## src/rtl/ps2_mouse_packet_cursor_macros.svh

```systemverilog
// Assertion helpers for the cursor block.
`ifndef PS2_MOUSE_PACKET_CURSOR_MACROS_SVH
`define PS2_MOUSE_PACKET_CURSOR_MACROS_SVH

// Same-cycle implication, disabled during reset.
`define PMC_ASSERT_NOW(label, clk, rst_n, ante, cons) \
    label: assert property (@(posedge clk) disable iff (!(rst_n)) (ante) |-> (cons)) \
        else $error("cursor block assertion failed");

// Next-cycle implication, disabled during reset.
`define PMC_ASSERT_NEXT(label, clk, rst_n, ante, cons) \
    label: assert property (@(posedge clk) disable iff (!(rst_n)) (ante) |=> (cons)) \
        else $error("cursor block assertion failed");

`endif

```

## src/rtl/ps2mc_pkg.sv

```systemverilog
package ps2mc_pkg;

    localparam int COORD_BITS_DEF = 10;

    localparam int REG_W     = 11;
    localparam int CFG_IDX_W = 2;
    localparam int BYTE_W    = 8;
    localparam int MAG_W     = 9;
    localparam int PROD_W    = 17;
    localparam int Q_W       = 6;

    localparam logic [CFG_IDX_W-1:0] CFG_SCREEN_WIDTH  = 2'd0;
    localparam logic [CFG_IDX_W-1:0] CFG_SCREEN_HEIGHT = 2'd1;

    localparam logic [REG_W-1:0] WIDTH_RST  = 11'd80;
    localparam logic [REG_W-1:0] HEIGHT_RST = 11'd25;

    localparam logic [MAG_W-1:0]  SIGN_EXT   = 9'd256;
    // x/6 == (x*171)>>10 for 0 <= x <= 256
    localparam logic [PROD_W-1:0] DIV6_MUL   = 17'd171;
    localparam int                DIV6_SHIFT = 10;

    localparam int HDR_LEFT   = 0;
    localparam int HDR_RIGHT  = 1;
    localparam int HDR_MIDDLE = 2;
    localparam int HDR_X_SIGN = 4;
    localparam int HDR_Y_SIGN = 5;

    typedef enum logic [1:0] {
        BYTE_HDR = 2'd0,
        BYTE_X   = 2'd1,
        BYTE_Y   = 2'd2
    } t_byte_idx;

endpackage

```

## src/rtl/ps2_mouse_packet_cursor.sv

```systemverilog
// Channel   Direction  Signals                                 Moves
// input     in         i_in_valid / o_in_stall / i_data_byte   one mouse byte
// result    out        o_out_valid / i_out_stall / o_cursor_*  one packet result
// config    in         i_cfg_valid / o_cfg_ready / index,data  one register write
//
// One byte per cycle unless stalled: input register, then decode/clamp into the result register.
// A result is registered once the third byte of a packet leaves the input register.
// Reset (synchronous, active low) clears the byte counter and cursor, and sets sizes to 80 x 25.
// Input stalls only when a third byte waits and the result register is full and stalled.
// Config writes are always accepted.

`include "ps2_mouse_packet_cursor_macros.svh"

module ps2_mouse_packet_cursor
    import ps2mc_pkg::*;
#(
    parameter int COORD_BITS = COORD_BITS_DEF
) (
    input  logic                  i_clk,
    input  logic                  i_rst_n,

    input  logic                  i_in_valid,
    output logic                  o_in_stall,
    input  logic [BYTE_W-1:0]     i_data_byte,

    output logic                  o_out_valid,
    input  logic                  i_out_stall,
    output logic [COORD_BITS-1:0] o_cursor_x,
    output logic [COORD_BITS-1:0] o_cursor_y,
    output logic [COORD_BITS-1:0] o_prev_x,
    output logic [COORD_BITS-1:0] o_prev_y,
    output logic                  o_left_button,
    output logic                  o_right_button,
    output logic                  o_middle_button,

    input  logic                  i_cfg_valid,
    output logic                  o_cfg_ready,
    input  logic [CFG_IDX_W-1:0]  i_cfg_index,
    input  logic [REG_W-1:0]      i_cfg_data
);

    localparam int WW = ((COORD_BITS > REG_W) ? COORD_BITS : REG_W) + 1;
    localparam logic [WW-1:0] CAP = {{(WW-COORD_BITS){1'b0}}, {COORD_BITS{1'b1}}};

    logic [REG_W-1:0]      r_width, r_height;
    logic                  r_in_valid;
    logic [BYTE_W-1:0]     r_in_byte;
    t_byte_idx             r_byte_idx, n_byte_idx;
    logic [BYTE_W-1:0]     r_hdr, n_hdr;
    logic [BYTE_W-1:0]     r_x_move, n_x_move;
    logic [COORD_BITS-1:0] r_pos_x, n_pos_x;
    logic [COORD_BITS-1:0] r_pos_y, n_pos_y;

    logic                  in_accept, advance, load;
    logic [WW-1:0]         lim_x, lim_y;
    logic [Q_W-1:0]        q_x, q_y;

    function automatic logic [WW-1:0] size_limit(input logic [REG_W-1:0] size);
        logic [WW-1:0] lim;
        lim = (size == '0) ? '0 : WW'(size) - WW'(1);
        return (lim > CAP) ? CAP : lim;
    endfunction

    // magnitude of the 9-bit signed movement divided by 6, toward zero
    function automatic logic [Q_W-1:0] move_div6(input logic [BYTE_W-1:0] raw,
                                                 input logic neg);
        logic [MAG_W-1:0]  mag;
        logic [PROD_W-1:0] prod;
        mag  = neg ? (SIGN_EXT - MAG_W'(raw)) : MAG_W'(raw);
        prod = PROD_W'(mag) * DIV6_MUL;
        return prod[DIV6_SHIFT +: Q_W];
    endfunction

    function automatic logic [COORD_BITS-1:0] step_coord(input logic [COORD_BITS-1:0] old,
                                                         input logic [Q_W-1:0] q,
                                                         input logic up,
                                                         input logic [WW-1:0] hi);
        logic [WW-1:0] ext, qe, res;
        ext = WW'(old);
        qe  = WW'(q);
        if (up) begin
            res = ext + qe;
        end else begin
            res = (qe > ext) ? '0 : ext - qe;
        end
        if (res > hi) begin
            res = hi;
        end
        return res[COORD_BITS-1:0];
    endfunction

    assign o_cfg_ready = 1'b1;

    always_ff @(posedge i_clk) begin
        if (!i_rst_n) begin
            r_width  <= WIDTH_RST;
            r_height <= HEIGHT_RST;
        end else if (i_cfg_valid && o_cfg_ready) begin
            case (i_cfg_index)
                CFG_SCREEN_WIDTH:  r_width  <= i_cfg_data;
                CFG_SCREEN_HEIGHT: r_height <= i_cfg_data;
                default: ;
            endcase
        end
    end

    assign lim_x = size_limit(r_width);
    assign lim_y = size_limit(r_height);
    assign q_x   = move_div6(r_x_move, r_hdr[HDR_X_SIGN]);
    assign q_y   = move_div6(r_in_byte, r_hdr[HDR_Y_SIGN]);

    // only a Y byte needs room in the result register
    assign load       = r_in_valid && (r_byte_idx == BYTE_Y);
    assign advance    = r_in_valid && (!load || !o_out_valid || !i_out_stall);
    assign o_in_stall = r_in_valid && !advance;
    assign in_accept  = i_in_valid && !o_in_stall;

    always_ff @(posedge i_clk) begin
        if (!i_rst_n) begin
            r_in_valid <= 1'b0;
        end else if (in_accept) begin
            r_in_valid <= 1'b1;
        end else if (advance) begin
            r_in_valid <= 1'b0;
        end
    end

    always_ff @(posedge i_clk) begin
        if (in_accept) begin
            r_in_byte <= i_data_byte;
        end
    end

    always_comb begin
        n_byte_idx = r_byte_idx;
        n_hdr      = r_hdr;
        n_x_move   = r_x_move;
        n_pos_x    = r_pos_x;
        n_pos_y    = r_pos_y;
        if (advance) begin
            unique case (r_byte_idx)
                BYTE_X: begin
                    n_x_move   = r_in_byte;
                    n_byte_idx = BYTE_Y;
                end
                BYTE_Y: begin
                    n_byte_idx = BYTE_HDR;
                    n_pos_x    = step_coord(r_pos_x, q_x, !r_hdr[HDR_X_SIGN], lim_x);
                    n_pos_y    = step_coord(r_pos_y, q_y, r_hdr[HDR_Y_SIGN], lim_y);
                end
                default: begin
                    n_hdr      = r_in_byte;
                    n_byte_idx = BYTE_X;
                end
            endcase
        end
    end

    always_ff @(posedge i_clk) begin
        if (!i_rst_n) begin
            r_byte_idx <= BYTE_HDR;
            r_hdr      <= '0;
            r_x_move   <= '0;
            r_pos_x    <= '0;
            r_pos_y    <= '0;
        end else begin
            r_byte_idx <= n_byte_idx;
            r_hdr      <= n_hdr;
            r_x_move   <= n_x_move;
            r_pos_x    <= n_pos_x;
            r_pos_y    <= n_pos_y;
        end
    end

    always_ff @(posedge i_clk) begin
        if (!i_rst_n) begin
            o_out_valid <= 1'b0;
        end else if (advance && load) begin
            o_out_valid <= 1'b1;
        end else if (!i_out_stall) begin
            o_out_valid <= 1'b0;
        end
    end

    always_ff @(posedge i_clk) begin
        if (advance && load) begin
            o_cursor_x      <= n_pos_x;
            o_cursor_y      <= n_pos_y;
            o_prev_x        <= r_pos_x;
            o_prev_y        <= r_pos_y;
            o_left_button   <= r_hdr[HDR_LEFT];
            o_right_button  <= r_hdr[HDR_RIGHT];
            o_middle_button <= r_hdr[HDR_MIDDLE];
        end
    end

    `PMC_ASSERT_NOW(a_stall_cause, i_clk, i_rst_n, o_in_stall,
        r_in_valid && (r_byte_idx == BYTE_Y) && o_out_valid && i_out_stall)
    `PMC_ASSERT_NOW(a_cursor_in_range, i_clk, i_rst_n, o_out_valid,
        (WW'(o_cursor_x) <= lim_x) && (WW'(o_cursor_y) <= lim_y))
    `PMC_ASSERT_NEXT(a_prev_matches, i_clk, i_rst_n, advance && load,
        o_out_valid && (o_prev_x == $past(r_pos_x)) && (o_cursor_x == r_pos_x))

endmodule
```

## config.mk

```make
export PLATFORM = sky130hd
export DESIGN_NAME = ps2_mouse_packet_cursor
export DESIGN_NICKNAME = d
export VERILOG_FILES = /design/src/rtl/ps2mc_pkg.sv /design/src/rtl/ps2_mouse_packet_cursor.sv
export VERILOG_INCLUDE_DIRS = /design/src /design/src/rtl
export SDC_FILE = /design/constraint.sdc
export NUM_CORES = 1
export LEC_CHECK = 0
export ABC_CLOCK_PERIOD_IN_PS = 23000
export BUFFER_PORTS_ARGS = -buffer_cell sky130_fd_sc_hd__buf_4
export CAP_MARGIN = 5
export CORE_ASPECT_RATIO = 0.9
export CORE_MARGIN = 5
export CORE_UTILIZATION = 32
export CTS_BUF_LIST = sky130_fd_sc_hd__clkbuf_4 sky130_fd_sc_hd__clkbuf_8
export DETAILED_ROUTE_END_ITERATION = 6
export RECOVER_POWER = 50
export SLEW_MARGIN = 20
export SYNTH_ARGS = -nofsm -noshare
export SYNTH_HDL_FRONTEND = slang
export SYNTH_SLANG_ARGS = --single-unit
```

## constraint.sdc

```tcl
create_clock -name i_clk -period 23 [get_ports i_clk]
set_clock_uncertainty 0.1 [all_clocks]
set_input_delay 0 -clock i_clk [delete_from_list [all_inputs] [get_ports i_clk]]
set_output_delay 0 -clock i_clk [all_outputs]
set_load 0.005 [all_outputs]
```

==> flow_summary_export.csv <==
group,metric,value,unit
route,num_vias,7455,
timing,period_minus_slack,9.25,ns
cts,tritoncts,"yes",
logic_synthesis,yosysSeqAreaShare,0.289,
timing,max_freq,108,MHz
cts,clk_pin_slew,0.12,ns
worst_hold_path,hold_depth,5,
cts,cts_hold_buf,29,
worst_setup_path,cp_slowest_cell,"dfxtp_1",
worst_setup_path,max_stage_delay,0.84,ns
layout,area_delta_synth_final,14.2,%
global_routing,grt_use_met1,0.206,
worst_setup_path,cp_common_cell,"a21oi_1",
logic_synthesis,synth_cells,1046,
layout,fillCellCount,3001,
global_routing,overflow,0,
floorplan,core,28900,sq um
timing,timing.final.ws_setup,13.75,ns
logic_synthesis,synth_edf_count,51,
run_status,status,"finished, violations left",
worst_setup_path,crit_path_start_kind,"register",
cts,clk_path_buf_depth,2,
logic_synthesis,synthArstFlopShare,0,
layout,ff_latch_area,2710,sq um
floorplan,rows,59,
pwr,irDropWorstVdd,0.0378,mV
timing,period_share,0.402,
logic_synthesis,syn-cell-area,9380,sq um
global_routing,grt_util_met3,0.0279,
placed_design,dpl.hpwl,17600,um
route,wl_per_cell,14.7,um
route,vias_per_cell,4.88,
global_routing,grtUsageTotal,0.139,
run_status,violations,"capacitance limit, slew limit",
worst_setup_path,crit_type,"reg -> reg",
logic_synthesis,synth_area_leader_cell,"ha_1",
layout,diodes,0,
cts,worstSkewPairLatency,0.41,ns
timing,setup_violations,0,
floorplan,die_h,172,um
cts,clock-sinks,110,
route,first_iter_violations,361,
placed_design,gp_congestion,0.863,
timing,rsz0062_at_grt,"no",
placed_design,dpl_worst_slack,13.88,ns
layout,final_nets,1323,
worst_setup_path,arrival,9.30,ns
global_routing,antenna_found_initial,0,
logic_synthesis,synth-warning-count,0,
global_routing,grt_max_degree,72,
route,wirelength,22500,um
route,drc,0,
layout,final_cell_mix,"148 x inv_1, 139 x ha_1, 92 x nand2_1",
logic_synthesis,netlist.area_leader.share,0.185,
pwr,power_density,64.8,nW/um^2
layout,multi_input_area,5980,sq um
global_routing,first_global_vias,7266,
floorplan,ios,72,
flow_run,drv_cap,1,
timing,worst_slew_pin_slew,1.86,ns
cts,cts_buffers,9,
route,antenna_left,0,
global_routing,grt_pass1_wl,37200,um
cts,cts_resized,0,
placed_design,io_buffer_count,70,
logic_synthesis,synth_area_leaders,"ha_1 19%, edfxtp_1 16%, dfxtp_1 13%, fa_1 6.8%, inv_1 5.9%",
pwr,power_leakage,4.89,nW
cts,post_cts_buffers,0,
logic_synthesis,ys_ff_latch,110,
timing,slew_headroom,-0.242,
logic_synthesis,synthDistinctLibCells,77,
cts,h-tree-depth,3,
layout,drive_above_1_share,0.0902,
global_routing,busiest_layer,"met2",
worst_setup_path,path_max_fanout,20,
logic_synthesis,syn-mean-instance-area,8.97,sq um
floorplan,die_area,32900,sq um
timing,maxSlewViolCount,54,
logic_synthesis,synthFlopType,"dfxtp_1",
route,dr.pass1.iters,4,
cts,cts_root_buf,"clkbuf_8",
worst_setup_path,rr_worst_depth,29,
worst_setup_path,cp-end-kind,"register",
global_routing,use_met2,0.212,
floorplan,die_x,191,um
layout,final_common_cell,"inv_1",
worst_hold_path,hold_class,"in -> reg",
worst_setup_path,cp.required,23.04,ns
floorplan,start_util,0.324,
timing,hold_viol_final,0,
timing,setup_tns,0,ns
## synth_stat cells, drive strengths merged, types with 5 or more instances
cell type and n:
inv 148, ha 139, nand2 92, a21oi 69, nor2 66, dfxtp 59, edfxtp 51, xnor2 48
clkbuf 33, fa 32, nand3 29, o21ai 26, a21o 19, mux2i 19, o211ai 18, o21a 15
xor2 14, nor3 13, a211oi 10, nor4 10, nand2b 9, nand4 9, or4 8, a31oi 7
o31ai 7, nand3b 6, nor2b 6, o22ai 6, or3 6, and3 5, buf 5
## metal layers
metal,share of wire,up-vias
li1,-,3780
met1,0.52,3510
met2,0.42,145
met3,0.049,20
met4,0.013,0
met5,0,-
## final timing paths
path / from / end / slack, ns
max: r_hdr[4] / o_cursor_x[2] / 13.75
min: i_cfg_valid / r_width[3] / 0.07
max reg2reg: r_hdr[4] / o_cursor_x[2] / 13.75
min reg2reg: r_hdr[2] / o_middle_button / 0.35
## state kept, by name, summed over array words and instances (netlist names)
signal / flops
r_pos_x: 10
r_width: 11
r_in_byte: 8
r_x_move: 8
r_byte_idx: 2
o_prev_x: 10
o_left_button: 1
r_height: 11
o_right_button: 1
o_cursor_y: 10
r_hdr: 5
o_cursor_x: 10
r_pos_y: 10
o_prev_y: 10
r_in_valid: 1
o_middle_button: 1
o_out_valid: 1
## critical path, delay by kind of cell, from the launching register on
kind                       cells  cell delay, ns
muxes                          1            0.43
xor gates and xnor gates       3            0.69
and+or+nand+nor                1            0.13
buffers and inverters          3            0.19
adders and majority gates      6            2.70
DFF                            1            0.84
AOI/OAI and AO/OA             15            3.92
## power breakdown
group          switching (mW)  internal, mW  leakage, nW
Sequential            0.00622         0.208        0.880
Combinational           0.210         0.152         3.92
Clock                  0.0750        0.0429       0.0947
## cells by family after synthesis
kind of cell,share of synthesized area
compound gates,0.153
xor+xnor,0.0579
simple gates,0.147
buf+inv,0.0756
mux,0.0239
fa+ha+maj,0.254
flops,0.289
other cells,0.000400
## through the flow
stage | util | cells | instance area [sq um] | total power [mW] | hold slack [ns]
2_1_floorplan | - | 1050 | 9400 | 0.500 | -0.00113
3_3_place_gp | 0.356 | 1482 | 10300 | 0.570 | 0.0791
3_5_place_dp | 0.356 | 1482 | 10300 | 0.578 | 0.0807
4_1_cts | 0.372 | 1527 | 10800 | 0.703 | 0.0406
5_1_grt | 0.370 | 1527 | 10700 | 0.767 | 0.0919
6_report | 0.370 | 1527 | 10700 | 0.694 | 0.0669
## layout make-up
class / instances / share of cell area
Multi-Input combinational cell: 753 / 0.558
Sequential cell: 110 / 0.253
Timing Repair Buffer: 103 / 0.0733
Inverter: 149 / 0.0523
Tap cell: 396 / 0.0462
Clock buffer: 10 / 0.0123
Clock inverter: 6 / 0.00502
(Power assumes the default switching activity.)
